File: src/softmax_tanh_activation_core_assert.svh
// Assertion macros shared by the activation core.
`ifndef SOFTMAX_TANH_ACTIVATION_CORE_ASSERT_SVH
`define SOFTMAX_TANH_ACTIVATION_CORE_ASSERT_SVH

// Checked only outside reset.
`define STA_ASSERT(lbl, prop, msg) \
  lbl: assert property (@(posedge clk_i) disable iff (!rst_ni) prop) \
    else $error(msg);

// Checked at every edge, reset included.
`define STA_ASSERT_RST(lbl, prop, msg) \
  lbl: assert property (@(posedge clk_i) prop) else $error(msg);

`endif

File: src/sta_pkg.sv
package sta_pkg;

  // Q8.8 input element and Q1.15 result share this shape
  typedef logic signed [15:0] elem_t;

  // Q16 fraction, 65536 = 1.0
  typedef logic [16:0] q16_t;

  localparam logic [15:0] SAT_MAX = 16'h7FFF;

  // exp(-i), i integer part; zero from 12 up
  function automatic q16_t exp_int_f(input logic [3:0] i);
    q16_t r;
    case (i)
      4'd0:    r = 17'd65536;
      4'd1:    r = 17'd24109;
      4'd2:    r = 17'd8869;
      4'd3:    r = 17'd3263;
      4'd4:    r = 17'd1200;
      4'd5:    r = 17'd442;
      4'd6:    r = 17'd162;
      4'd7:    r = 17'd60;
      4'd8:    r = 17'd22;
      4'd9:    r = 17'd8;
      4'd10:   r = 17'd3;
      4'd11:   r = 17'd1;
      default: r = 17'd0;
    endcase
    return r;
  endfunction

  // exp(-h/16)
  function automatic q16_t exp_hi_f(input logic [3:0] h);
    q16_t r;
    case (h)
      4'd0:    r = 17'd65536;
      4'd1:    r = 17'd61565;
      4'd2:    r = 17'd57835;
      4'd3:    r = 17'd54331;
      4'd4:    r = 17'd51039;
      4'd5:    r = 17'd47947;
      4'd6:    r = 17'd45042;
      4'd7:    r = 17'd42313;
      4'd8:    r = 17'd39750;
      4'd9:    r = 17'd37341;
      4'd10:   r = 17'd35079;
      4'd11:   r = 17'd32954;
      4'd12:   r = 17'd30957;
      4'd13:   r = 17'd29081;
      4'd14:   r = 17'd27319;
      default: r = 17'd25664;
    endcase
    return r;
  endfunction

  // exp(-l/256)
  function automatic q16_t exp_lo_f(input logic [3:0] l);
    q16_t r;
    case (l)
      4'd0:    r = 17'd65536;
      4'd1:    r = 17'd65280;
      4'd2:    r = 17'd65026;
      4'd3:    r = 17'd64772;
      4'd4:    r = 17'd64520;
      4'd5:    r = 17'd64268;
      4'd6:    r = 17'd64018;
      4'd7:    r = 17'd63768;
      4'd8:    r = 17'd63520;
      4'd9:    r = 17'd63272;
      4'd10:   r = 17'd63025;
      4'd11:   r = 17'd62780;
      4'd12:   r = 17'd62535;
      4'd13:   r = 17'd62291;
      4'd14:   r = 17'd62048;
      default: r = 17'd61806;
    endcase
    return r;
  endfunction

endpackage

File: src/sta_if.sv
interface sta_in_if;
  logic            valid;
  logic            ready;
  sta_pkg::elem_t  element_value;
  logic            element_last;

  modport source (output valid, element_value, element_last, input ready);
  modport sink (input valid, element_value, element_last, output ready);
endinterface

interface sta_out_if;
  logic            valid;
  logic            ready;
  sta_pkg::elem_t  result_value;
  logic            result_last;
  logic            overflow_flag;

  modport source (output valid, result_value, result_last, overflow_flag, input ready);
  modport sink (input valid, result_value, result_last, overflow_flag, output ready);
endinterface

File: src/sta_ram.sv
module sta_ram #(
  parameter int Width = 16,
  parameter int Depth = 64,
  localparam int AddrW = (Depth > 1) ? $clog2(Depth) : 1
) (
  input  logic             clk_i,
  input  logic             we_i,
  input  logic [AddrW-1:0] waddr_i,
  input  logic [Width-1:0] wdata_i,
  input  logic [AddrW-1:0] raddr_i,
  output logic [Width-1:0] rdata_o
);

  logic [Width-1:0] mem_q [Depth];

  always_ff @(posedge clk_i) begin
    if (we_i) begin
      mem_q[waddr_i] <= wdata_i;
    end
    rdata_o <= mem_q[raddr_i];
  end

endmodule

File: src/softmax_tanh_activation_core.sv
// Vector activation core. With the mode bit at 0 (softmax) each word is
// stored as it arrives, one per cycle, until the word flagged last; then the
// core walks the stored vector twice: once to sum exp(x - max), once to emit
// exp(x - max) / sum in Q0.15 for every element in arrival order. Words past
// VEC_LEN are dropped and every result of that vector carries overflow_flag.
// With the mode bit at 1 (tanh) each word yields one Q1.15 result. The core
// takes no new word while it works. All arithmetic runs through one 17x17
// multiplier (two products per exponential, none where an exponential
// underflows to zero) and a one-bit-per-cycle divider. A finished result
// waits in the output register while the core goes on. The element store
// needs no clearing after reset. Writing the mode bit discards a partly
// gathered vector; write it only while the core is idle.
`include "softmax_tanh_activation_core_assert.svh"

module softmax_tanh_activation_core #(
  parameter int VEC_LEN = 64
) (
  input  logic             clk_i,
  input  logic             rst_ni,
  input  logic             cfg_we_i,
  input  logic             cfg_wdata_i,
  sta_in_if.sink           elem_i,
  sta_out_if.source        res_o
);

  localparam int CNT_W  = $clog2(VEC_LEN + 1);
  localparam int ADDR_W = $clog2(VEC_LEN);

  localparam int          ST_W    = 4;
  localparam logic [3:0]  ST_IDLE = 4'd0;
  localparam logic [3:0]  ST_RD   = 4'd1;
  localparam logic [3:0]  ST_LOAD = 4'd2;
  localparam logic [3:0]  ST_MUL1 = 4'd3;
  localparam logic [3:0]  ST_RND1 = 4'd4;
  localparam logic [3:0]  ST_MUL2 = 4'd5;
  localparam logic [3:0]  ST_RND2 = 4'd6;
  localparam logic [3:0]  ST_POST = 4'd7;
  localparam logic [3:0]  ST_DIV  = 4'd8;
  localparam logic [3:0]  ST_EMIT = 4'd9;

  localparam logic MODE_SOFTMAX = 1'b0;

  // control state
  logic [ST_W-1:0]  state_q, state_d;
  logic             kind_q, kind_d;
  logic [CNT_W-1:0] cnt_q, cnt_d;
  sta_pkg::elem_t   max_q, max_d;
  logic [23:0]      sum_q, sum_d;
  logic             drop_q, drop_d;
  logic [CNT_W-1:0] k_q, k_d;
  logic             pass_q, pass_d;
  logic [3:0]       bit_q, bit_d;
  logic             out_valid_q, out_valid_d;

  // datapath
  logic [15:0]      dist_q, dist_d;
  logic [33:0]      prod_q, prod_d;
  sta_pkg::q16_t    p_q, p_d;
  sta_pkg::q16_t    e_q, e_d;
  logic [23:0]      rem_q, rem_d;
  logic [15:0]      num_q, num_d;
  logic [23:0]      div_q, div_d;
  logic             neg_q, neg_d;
  logic             last_q, last_d;
  sta_pkg::elem_t   out_value_q, out_value_d;
  logic             out_last_q, out_last_d;
  logic             out_ovf_q, out_ovf_d;

  logic              in_fire;
  logic              ram_we;
  sta_pkg::elem_t    ram_rdata;
  sta_pkg::q16_t     mul_a, mul_b;
  logic [33:0]       mul_p;
  logic [33:0]       rnd_sum;
  sta_pkg::q16_t     rnd_val;
  logic [16:0]       x_ext, mag;
  logic [17:0]       twice;
  logic [16:0]       diff;
  logic [17:0]       tanh_den;
  logic [31:0]       num_full;
  logic [23:0]       den_full;
  logic [24:0]       trial;
  logic              trial_ge;
  logic [24:0]       trial_sub;
  logic [15:0]       sat_val;
  logic              emit_go;
  logic              emit_last;

  assign in_fire      = elem_i.valid && elem_i.ready;
  assign elem_i.ready = (state_q == ST_IDLE);

  assign res_o.valid         = out_valid_q;
  assign res_o.result_value  = out_value_q;
  assign res_o.result_last   = out_last_q;
  assign res_o.overflow_flag = out_ovf_q;

  assign ram_we = in_fire && (kind_q == MODE_SOFTMAX) && (cnt_q < CNT_W'(VEC_LEN));

  sta_ram #(
    .Width (16),
    .Depth (VEC_LEN)
  ) u_store (
    .clk_i   (clk_i),
    .we_i    (ram_we),
    .waddr_i (cnt_q[ADDR_W-1:0]),
    .wdata_i (elem_i.element_value),
    .raddr_i (k_q[ADDR_W-1:0]),
    .rdata_o (ram_rdata)
  );

  // shared multiplier: integer x high-fraction term, then x low-fraction term
  assign mul_a   = (state_q == ST_MUL1) ? sta_pkg::exp_int_f(dist_q[11:8]) : p_q;
  assign mul_b   = (state_q == ST_MUL1) ? sta_pkg::exp_hi_f(dist_q[7:4])
                                        : sta_pkg::exp_lo_f(dist_q[3:0]);
  assign mul_p   = 34'(mul_a) * 34'(mul_b);
  assign rnd_sum = prod_q + 34'd32768;
  assign rnd_val = rnd_sum[32:16];

  // tanh distance: 2|x| clamped to 16 bits
  assign x_ext = {elem_i.element_value[15], elem_i.element_value};
  assign mag   = elem_i.element_value[15] ? (17'd0 - x_ext) : x_ext;
  assign twice = {mag, 1'b0};

  // softmax distance max - x, never negative
  assign diff = {max_q[15], max_q} - {ram_rdata[15], ram_rdata};

  // divider operands
  assign tanh_den = 18'd65536 + 18'(e_q);
  always_comb begin
    if (kind_q != MODE_SOFTMAX) begin
      num_full = {(17'd65536 - e_q), 15'd0} + 32'(tanh_den[17:1]);
      den_full = 24'(tanh_den);
    end else begin
      num_full = {e_q, 15'd0} + 32'(sum_q[23:1]);
      den_full = sum_q;
    end
  end

  assign trial     = {rem_q, num_q[15]};
  assign trial_ge  = (trial >= {1'b0, div_q});
  assign trial_sub = trial - {1'b0, div_q};

  assign sat_val   = num_q[15] ? sta_pkg::SAT_MAX : num_q;
  assign emit_go   = (state_q == ST_EMIT) && (!out_valid_q || res_o.ready);
  assign emit_last = ((k_q + CNT_W'(1)) == cnt_q);

  always_comb begin
    state_d     = state_q;
    kind_d      = kind_q;
    cnt_d       = cnt_q;
    max_d       = max_q;
    sum_d       = sum_q;
    drop_d      = drop_q;
    k_d         = k_q;
    pass_d      = pass_q;
    bit_d       = bit_q;
    out_valid_d = out_valid_q;
    dist_d      = dist_q;
    prod_d      = prod_q;
    p_d         = p_q;
    e_d         = e_q;
    rem_d       = rem_q;
    num_d       = num_q;
    div_d       = div_q;
    neg_d       = neg_q;
    last_d      = last_q;
    out_value_d = out_value_q;
    out_last_d  = out_last_q;
    out_ovf_d   = out_ovf_q;

    if (res_o.ready) begin
      out_valid_d = 1'b0;
    end

    case (state_q)
      ST_IDLE: begin
        if (in_fire) begin
          if (kind_q != MODE_SOFTMAX) begin
            neg_d   = elem_i.element_value[15];
            last_d  = elem_i.element_last;
            dist_d  = (twice[17:16] != 2'd0) ? 16'hFFFF : twice[15:0];
            state_d = ST_MUL1;
          end else begin
            if (cnt_q < CNT_W'(VEC_LEN)) begin
              cnt_d = cnt_q + CNT_W'(1);
              if (elem_i.element_value > max_q) begin
                max_d = elem_i.element_value;
              end
            end else begin
              drop_d = 1'b1;
            end
            if (elem_i.element_last) begin
              k_d     = '0;
              pass_d  = 1'b0;
              sum_d   = '0;
              state_d = ST_RD;
            end
          end
        end
      end
      ST_RD: begin
        state_d = ST_LOAD;
      end
      ST_LOAD: begin
        dist_d  = diff[15:0];
        state_d = ST_MUL1;
      end
      ST_MUL1: begin
        // from a distance of 12 up the table gives zero
        if (dist_q[15:8] >= 8'd12) begin
          e_d     = '0;
          state_d = ST_POST;
        end else begin
          prod_d  = mul_p;
          state_d = ST_RND1;
        end
      end
      ST_RND1: begin
        p_d     = rnd_val;
        state_d = ST_MUL2;
      end
      ST_MUL2: begin
        prod_d  = mul_p;
        state_d = ST_RND2;
      end
      ST_RND2: begin
        e_d     = rnd_val;
        state_d = ST_POST;
      end
      ST_POST: begin
        if ((kind_q == MODE_SOFTMAX) && !pass_q) begin
          sum_d = sum_q + 24'(e_q);
          if (emit_last) begin
            k_d    = '0;
            pass_d = 1'b1;
          end else begin
            k_d = k_q + CNT_W'(1);
          end
          state_d = ST_RD;
        end else if (den_full == 24'd0) begin
          num_d   = '0;
          state_d = ST_EMIT;
        end else begin
          rem_d   = 24'(num_full[31:16]);
          num_d   = num_full[15:0];
          div_d   = den_full;
          bit_d   = '0;
          state_d = ST_DIV;
        end
      end
      ST_DIV: begin
        // restoring divide, quotient bits shift in behind the numerator
        rem_d = trial_ge ? trial_sub[23:0] : trial[23:0];
        num_d = {num_q[14:0], trial_ge};
        bit_d = bit_q + 4'd1;
        if (bit_q == 4'd15) begin
          state_d = ST_EMIT;
        end
      end
      ST_EMIT: begin
        if (emit_go) begin
          out_valid_d = 1'b1;
          if (kind_q != MODE_SOFTMAX) begin
            out_value_d = neg_q ? (16'sd0 - sta_pkg::elem_t'(sat_val))
                                : sta_pkg::elem_t'(sat_val);
            out_last_d  = last_q;
            out_ovf_d   = 1'b0;
            state_d     = ST_IDLE;
          end else begin
            out_value_d = sta_pkg::elem_t'(sat_val);
            out_last_d  = emit_last;
            out_ovf_d   = drop_q;
            if (emit_last) begin
              cnt_d   = '0;
              max_d   = 16'sh8000;
              sum_d   = '0;
              drop_d  = 1'b0;
              state_d = ST_IDLE;
            end else begin
              k_d     = k_q + CNT_W'(1);
              state_d = ST_RD;
            end
          end
        end
      end
      default: begin
        state_d = ST_IDLE;
      end
    endcase

    // mode write drops any partly gathered vector
    if (cfg_we_i) begin
      kind_d = cfg_wdata_i;
      cnt_d  = '0;
      max_d  = 16'sh8000;
      sum_d  = '0;
      drop_d = 1'b0;
    end
  end

  always_ff @(posedge clk_i or negedge rst_ni) begin
    if (!rst_ni) begin
      state_q     <= ST_IDLE;
      kind_q      <= MODE_SOFTMAX;
      cnt_q       <= '0;
      max_q       <= 16'sh8000;
      sum_q       <= '0;
      drop_q      <= 1'b0;
      k_q         <= '0;
      pass_q      <= 1'b0;
      bit_q       <= '0;
      out_valid_q <= 1'b0;
    end else begin
      state_q     <= state_d;
      kind_q      <= kind_d;
      cnt_q       <= cnt_d;
      max_q       <= max_d;
      sum_q       <= sum_d;
      drop_q      <= drop_d;
      k_q         <= k_d;
      pass_q      <= pass_d;
      bit_q       <= bit_d;
      out_valid_q <= out_valid_d;
    end
  end

  always_ff @(posedge clk_i) begin
    dist_q      <= dist_d;
    prod_q      <= prod_d;
    p_q         <= p_d;
    e_q         <= e_d;
    rem_q       <= rem_d;
    num_q       <= num_d;
    div_q       <= div_d;
    neg_q       <= neg_d;
    last_q      <= last_d;
    out_value_q <= out_value_d;
    out_last_q  <= out_last_d;
    out_ovf_q   <= out_ovf_d;
  end

  `STA_ASSERT(a_cnt_bound, cnt_q <= CNT_W'(VEC_LEN), "element count beyond VEC_LEN")
  `STA_ASSERT(a_walk_in_range, (state_q != ST_IDLE && kind_q == MODE_SOFTMAX) |-> (k_q < cnt_q), "vector walk index past stored count")
  `STA_ASSERT(a_rem_below_div, (state_q == ST_DIV) |-> (rem_q < div_q), "divider remainder not below divisor")
  `STA_ASSERT(a_vector_closes, (emit_go && kind_q == MODE_SOFTMAX && emit_last) |=> (state_q == ST_IDLE && cnt_q == '0), "vector state not cleared after final word")
  `STA_ASSERT_RST(a_reset_quiet, !rst_ni |=> !out_valid_q, "result word valid during reset")

endmodule

File: src/flat_wrapper.sv
// flat-port wrapper written by rule: the top's interface ports become plain ports
module softmax_tanh_activation_core_flat 
#(
  parameter int VEC_LEN = 64
)
  (clk_i, rst_ni, cfg_we_i, cfg_wdata_i, elem_i_valid, elem_i_element_value, elem_i_element_last, elem_i_ready, res_o_valid, res_o_result_value, res_o_result_last, res_o_overflow_flag, res_o_ready);
  sta_in_if elem_i_i ();
  sta_out_if res_o_i ();
  input  logic clk_i;
  input  logic rst_ni;
  input  logic cfg_we_i;
  input  logic cfg_wdata_i;
  input wire logic [$bits(elem_i_i.valid)-1:0] elem_i_valid;
  input wire logic [$bits(elem_i_i.element_value)-1:0] elem_i_element_value;
  input wire logic [$bits(elem_i_i.element_last)-1:0] elem_i_element_last;
  output wire logic [$bits(elem_i_i.ready)-1:0] elem_i_ready;
  output wire logic [$bits(res_o_i.valid)-1:0] res_o_valid;
  output wire logic [$bits(res_o_i.result_value)-1:0] res_o_result_value;
  output wire logic [$bits(res_o_i.result_last)-1:0] res_o_result_last;
  output wire logic [$bits(res_o_i.overflow_flag)-1:0] res_o_overflow_flag;
  input wire logic [$bits(res_o_i.ready)-1:0] res_o_ready;
  assign elem_i_i.valid = elem_i_valid;
  assign elem_i_i.element_value = elem_i_element_value;
  assign elem_i_i.element_last = elem_i_element_last;
  assign elem_i_ready = elem_i_i.ready;
  assign res_o_valid = res_o_i.valid;
  assign res_o_result_value = res_o_i.result_value;
  assign res_o_result_last = res_o_i.result_last;
  assign res_o_overflow_flag = res_o_i.overflow_flag;
  assign res_o_i.ready = res_o_ready;
  softmax_tanh_activation_core #(.VEC_LEN(VEC_LEN)) u_core (.clk_i(clk_i), .rst_ni(rst_ni), .cfg_we_i(cfg_we_i), .cfg_wdata_i(cfg_wdata_i), .elem_i(elem_i_i), .res_o(res_o_i));
endmodule
File: config.mk
export PLATFORM = sky130hd
export DESIGN_NAME = softmax_tanh_activation_core_flat
export DESIGN_NICKNAME = d
export VERILOG_FILES = /design/src/sta_pkg.sv /design/src/sta_if.sv /design/src/sta_ram.sv /design/src/softmax_tanh_activation_core.sv /design/src/flat_wrapper.sv
export VERILOG_INCLUDE_DIRS = /design/src /design/src/src
export SDC_FILE = /design/constraint.sdc
export NUM_CORES = 2
export LEC_CHECK = 0
export ABC_AREA = 1
export BUFFER_PORTS_ARGS = -buffer_cell sky130_fd_sc_hd__buf_2
export CAP_MARGIN = 15
export CORE_MARGIN = 4
export CORE_UTILIZATION = 23
export CTS_BUF_LIST = sky130_fd_sc_hd__clkbuf_2
export CTS_CLUSTER_SIZE = 14
export DETAILED_ROUTE_END_ITERATION = 16
export GPL_ROUTABILITY_DRIVEN = 0
export GPL_TIMING_DRIVEN = 0
export PLACE_DENSITY = 0.38
export SETUP_SLACK_MARGIN = 0.1
export SLEW_MARGIN = 0
export SYNTH_ARGS = -nofsm -noshare
export SYNTH_HDL_FRONTEND = slang
export SYNTH_HIERARCHICAL = 1
export SYNTH_SLANG_ARGS = --single-unit
File: constraint.sdc
create_clock -name clk_i -period 15.7 [get_ports clk_i]
set_input_delay 0.785 -clock clk_i [delete_from_list [all_inputs] [get_ports clk_i]]
set_output_delay 0.785 -clock clk_i [all_outputs]
set_load 0.02 [all_outputs]
* After elaboration in Yosys (flattened, before gate mapping)
Memories as Yosys holds them, arrays and structs flattened. A register that Yosys moved wholly into a read port is not among the register bits.
Index checks and enable logic that the tools add are counted.
Widths: inputs -> output; s select.
** Storage, ports and cells
- Input port bits :: 23
- Bits in writable memories :: 1024
- Output and inout bits :: 20
- Logic and storage cells :: 212
- ROM bits :: 768
- Bits in registers :: 233
- Memories kept :: 4
** Operators by class
- Add/sub/neg operators :: 13
- Reduce and logical (&&, ||, !) cells :: 34
- Bitwise logic cells :: 3
- $mul :: 1
- Muxes and demuxes :: 95
- Order comparisons :: 4
- Equality and inequality tests :: 36
** Memories
- u_core.u_store.mem_q :: depth 64, bits a word 16, rd ports 1, clocked after memory_dff 1, write ports 1, line sta_ram.sv:14 : logic [Width-1:0] mem_q [Depth];
- (no name shown) :: depth 16, bits a word 17, rd ports 1, clocked after memory_dff 1, write ports 0, line sta_pkg.sv:35 : case (h)
- (no name shown) :: depth 16, bits a word 16, rd ports 1, clocked after memory_dff 1, write ports 0, line sta_pkg.sv:59 : case (l)
- (no name shown) :: depth 16, bits a word 15, rd ports 1, clocked after memory_dff 1, write ports 0, line sta_pkg.sv:14 : case (i)
** Operators with widths (number)
- $mux 24 :: 12
- $mux 16 :: 15
- $mux 7 :: 15
- $pmux 16 s2 :: 3
- $pmux 24 s3 :: 1
- $mux 17 :: 4
- $pmux 33 s2 :: 1
- $mux 4 :: 12
- $pmux 24 s2 :: 1
- $pmux 4 s10 :: 1
- $pmux 17 s2 :: 1
- $add 33x16->33 const B :: 1
- $mul 17x17->33 :: 1
- $mux 33 :: 1
- $add 32x17->32 :: 1
- $add 32x23->32 :: 1
- $mux 32 :: 1
- $ge 25x24->1 :: 1
- $add 24x17->24 :: 1
- $logic_not 24->1 :: 1
- $ne 3x3->1 const B :: 8
- $reduce_and 8->1 :: 3
- $sub 24x24->24 :: 1
- $pmux 7 s3 :: 1
- other kinds (37) :: 98

* Depth between registers and ports, before layout
- Word-level depth :: 8
- Gate-level depth with buffers :: 34
- Depth with buffers taken out :: 32

* By module
Netlist, hierarchy kept.
** By module, submodules not included
- sta_ram :: area each 42094.1 µm², instances 1, cells each 3517
- softmax_tanh_activation_core :: area each 27612.7 µm², instances 1, cells each 3709

* Worst setup path before layout
No wires, ideal clock.
- Kind :: reg2reg
- Start :: reg u_core.state_q[0]
- End :: reg u_core.prod_q[26] (data pin)
- Buffers on the path :: 3
- Setup time :: 252 ps
- Setup slack :: 9308 ps
- Arrival time :: 6139 ps
- Cell stages (with the launch flop) :: 30
- Path through :: dfrtp_1 > nand2_1 > inv_1 > nand2_1 > buf_2 > buf_2 > nand2_1 > nand2_1 > clkbuf_1 > nand2_1 > fa_1 > inv_1 > fa_1 > inv_1 > fa_1 > inv_1 > fa_1 > fa_1 > inv_1 > fa_1 > inv_1 > ha_1 > inv_1 > o21bai_1 > a31oi_1 > o21ai_0 > a221oi_1 > nand2_1 > nand2_1 > nand2_1
** On the way
- Cells in the longest elaborated chain, start to end :: 5
- Elaborated cells between the ends (all ways) :: 7
- Classes of those cells :: 1 x mul; 2 x eq/ne; 4 x mux
** Ends and longest elaborated chain
- from (decl) :: line softmax_tanh_activation_core.sv:44 : logic [ST_W-1:0] state_q, state_d;
- from (signal assigned) :: line softmax_tanh_activation_core.sv:314 : state_q <= state_d;
- $eq 4x2->1 * :: line softmax_tanh_activation_core.sv:112, softmax_tanh_activation_core.sv:113
- $mux 17, on equally long branches :: line softmax_tanh_activation_core.sv:112, softmax_tanh_activation_core.sv:113
- $mul 17x17->33 * :: line softmax_tanh_activation_core.sv:115 : assign mul_p = 34'(mul_a) * 34'(mul_b);
- named net u_core.mul_p[26] :: line softmax_tanh_activation_core.sv:73 : logic [33:0] mul_p;
- $mux 33 :: line softmax_tanh_activation_core.sv:210 : if (dist_q[15:8] >= 8'd12) begin
- $pmux 33 s2 * :: line softmax_tanh_activation_core.sv:175 : case (state_q)
- to (signal assigned) :: line softmax_tanh_activation_core.sv:329 : prod_q <= prod_d;
- to (decl) :: line softmax_tanh_activation_core.sv:57 : logic [33:0] prod_q, prod_d;
The timed path passes the listed nets; every way through them passes the cells marked *. The select of a mux whose other input is x is not followed.
A chain may end at the register's enable or synchronous reset.

* Final worst setup path
- Start :: reg u_core.state_q[0]
- End :: reg u_core.prod_q[29] (data pin)
The elaborated chain is that of the path after synthesis.

==> impl_metrics.tcl <==
set metrics [dict create \
    grt_pass1_wl_um 380000 \
    outcome "completed" \
    fin_cells 12002 \
    routed_wl_um 265000 \
    dieHeight_um 559 \
    cap_violations 0 \
    synth_edf_count 1176 \
    die_area_sq_um 312000 \
    htree_levels 5 \
    cp.required_ns 16.98 \
    arrival_ns 9.31 \
    reg2reg_slack_ns 7.67 \
    via_per_inst 4.53 \
    critPathLaunchType "flop" \
    min_from "elem_i_element_value[8]" \
    cts_root_buffer "clkbuf_2" \
    fin_worst_skew_ns 0.264 \
    synth.cell_area_sq_um 69700 \
    yosys_warnings 6 \
    worstSetupPathType "reg2reg" \
    num_vias 54319 \
    rsz0062_at_grt "false" \
    postSynthAreaPerCell_sq_um 9.65 \
    fp-row-count 201 \
    cts_buffers 359 \
    critPathCaptureType "flop" \
    fin_crit_ns 8.03 \
    ctsLongestPathBuffers 4 \
    ant_nets 0 \
    dp_hpwl_um 192000 \
    clkSlewWorstSetupHoldPaths_ns 0.11 \
    pin_count 43 \
    worstPathMaxFanout 10 \
    reg2reg_to "u_core/prod_q[29]$_DFFE_PP_" \
    area_delta_synth_final_pct 15.3 \
    yosys.cell_types.count 65 \
    final_cell_mix "2,265 x nand2_1, 1,176 x edfxtp_1, 1,069 x nand3_1" \
    r2r_start "u_core/state_q[0]$_DFFE_PN0P_" \
    drt_iter0_drc 4528 \
    dr.pass1.iters 6 \
    drive_gt1_frac 0.131 \
    layout_setup_ws_ns 7.67 \
    r2r_cells 26 \
    die-width_um 559 \
    grt_max_degree 60 \
    ys_seq_elements 1302 \
    totalNegativeSetupSlack_ns 0 \
    max-slew-margin-rel 0.176 \
    slew_violations 0 \
    hold_violations 0 \
    drc 0 \
    regArea_sq_um 38200 \
    synth_ff_type "edfxtp_1" \
    postCtsSetupBuffers 0 \
    multiInputGateArea_sq_um 27300 \
    min_to "u_core/u_store/mem_q[17][8]$_DFFE_PP_" \
    hold_class "in2reg" \
    tightest_slew_ns 1.23 \
    cts_resized 0 \
    port_buffers 41 \
    synth_cells 7226 \
    antenna_found_initial 20 \
    nFillCells 32377 \
    async_reset_ff_frac 0.0507 \
    first_global_vias 53994 \
    track_usage 0.166 \
    finalCritPeriodShare 0.511 \
    nets 8236 \
    avgRoutedWirePerCell_um 22.1 \
    worstSkewPairLatency_ns 1.68 \
    cts_num_sinks 1302 \
    initial_core_util 0.232 \
    cts_tree "built" \
    post-place-cells 11325 \
    dp_slack_ns 7.53 \
    setup_viol 0 \
    worst_hold_path.num_cells 2 \
    whs_ns 0.256 \
    core_sq_um 301000 \
    overflow 0 \
    seq_area_frac_synth 0.548 \
    max_freq_mhz 125 \
    final_common_cell "nand2_1" \
]
[through the flow]
step | instance area, sq um | utilization
after floorplan | 69700 | -
after global routing | 80400 | 0.267
after CTS | 80400 | 0.267
after global placement | 74900 | 0.249
final | 80400 | 0.267
after detailed placement | 76700 | 0.255
[how the worst max path moves through the flow]
stage	from	to	slack, ns	cells after the start
floorplan	u_core/state_q[0]$_DFFE_PN0P_	u_core/prod_q[26]$_DFFE_PP_	9.31	29
global placement	u_core/state_q[0]$_DFFE_PN0P_	u_core/prod_q[29]$_DFFE_PP_	7.50	26
detailed placement	u_core/state_q[0]$_DFFE_PN0P_	u_core/prod_q[29]$_DFFE_PP_	7.53	26
CTS	u_core/state_q[0]$_DFFE_PN0P_	u_core/prod_q[29]$_DFFE_PP_	7.57	26
global route	u_core/state_q[0]$_DFFE_PN0P_	u_core/prod_q[29]$_DFFE_PP_	7.13	27
finish	u_core/state_q[0]$_DFFE_PN0P_	u_core/prod_q[29]$_DFFE_PP_	7.67	26
[registers in the layout, indices dropped and copies added, names as in the netlist, 17 cells and up, named ones only]
register,flops
u_core/div_q,24
u_core/e_q,17
u_core/p_q,17
u_core/prod_q,18
u_core/rem_q,24
u_core/sum_q,24
u_core/u_store/mem_q,1024
[final cells by class]
cell class	instances	share of cell area
buffer	304	0.0226
clock buffer	523	0.0326
tap	3958	0.0616
timing repair buffer	190	0.0291
sequential	1302	0.475
inverter	695	0.0326
antenna	12	0.000373
multi-input combinational	4926	0.340
clock inverter	92	0.00668
[metal layers]
metal	track usage	wire, um	part of all wire	vias to the layer above
met5	0	27	0.00010	-
met4	0.0459	6830	0.026	4
met3	0.0246	14600	0.055	369
met2	0.271	122000	0.46	1710
met1	0.229	121000	0.46	26838
li1	-	-	-	25398
[kinds of logic after synthesis]
| group | after synthesis | synth area share |
|---|---|---|
| and+or+nand+nor | 3990 | 0.241 |
| DFF | 1302 | 0.548 |
| buffers and inverters | 999 | 0.0636 |
| adders and majority gates | 435 | 0.102 |
| AOI/OAI and AO/OA | 395 | 0.0320 |
| xor gates and xnor gates | 103 | 0.0129 |
| other | 1 | 0.0000538 |
| muxes | 1 | 0.000162 |
[synthesized netlist by cell type, types with 24 or more instances]
master	number	area (sq um)
nand3_1	1069	5350
o21ai_0	176	881
inv_1	672	2520
buf_6	54	608
dfxtp_1	60	1200
buf_4	24	180
clkbuf_1	67	251
nor2_1	473	1780
nor3_1	40	200
xor2_1	75	657
fa_1	226	4520
nand4_1	58	363
edfxtp_1	1176	35300
buf_1	25	93.8
buf_2	132	661
ha_1	209	2620
xnor2_1	28	245
a21oi_1	118	591
dfrtp_1	65	1630
nand2_1	2265	8500
[worst max-delay path, stage by stage (launching register included)]
cell and delay, ns:
dfrtp_1 0.44, nand2_1 0.11, inv_1 0.08, nand2_1 0.15, buf_2 0.24, buf_2 0.23, o21ai_1 0.96, inv_1 0.49
nand2_1 0.23, fa_1 0.43, inv_1 0.08, fa_1 0.44, fa_1 0.53, fa_1 0.52, fa_1 0.55, inv_1 0.06
fa_1 0.62, inv_1 0.08, ha_1 0.37, a21oi_1 0.25, o21ai_0 0.13, a21oi_1 0.14, nand3_1 0.20, a21o_1 0.25
a21o_1 0.16, nand2_1 0.05, nand2_1 0.05
[repair_timing]
action                     4_1_cts  5_1_grt
setup endpoints to repair        0        0
hold buffers                    50        0
hold endpoints to repair      1165        0
Power is left out: the tool's default activity adds up to more than one toggle a clock period on the data nets, which glitch-free logic cannot reach.
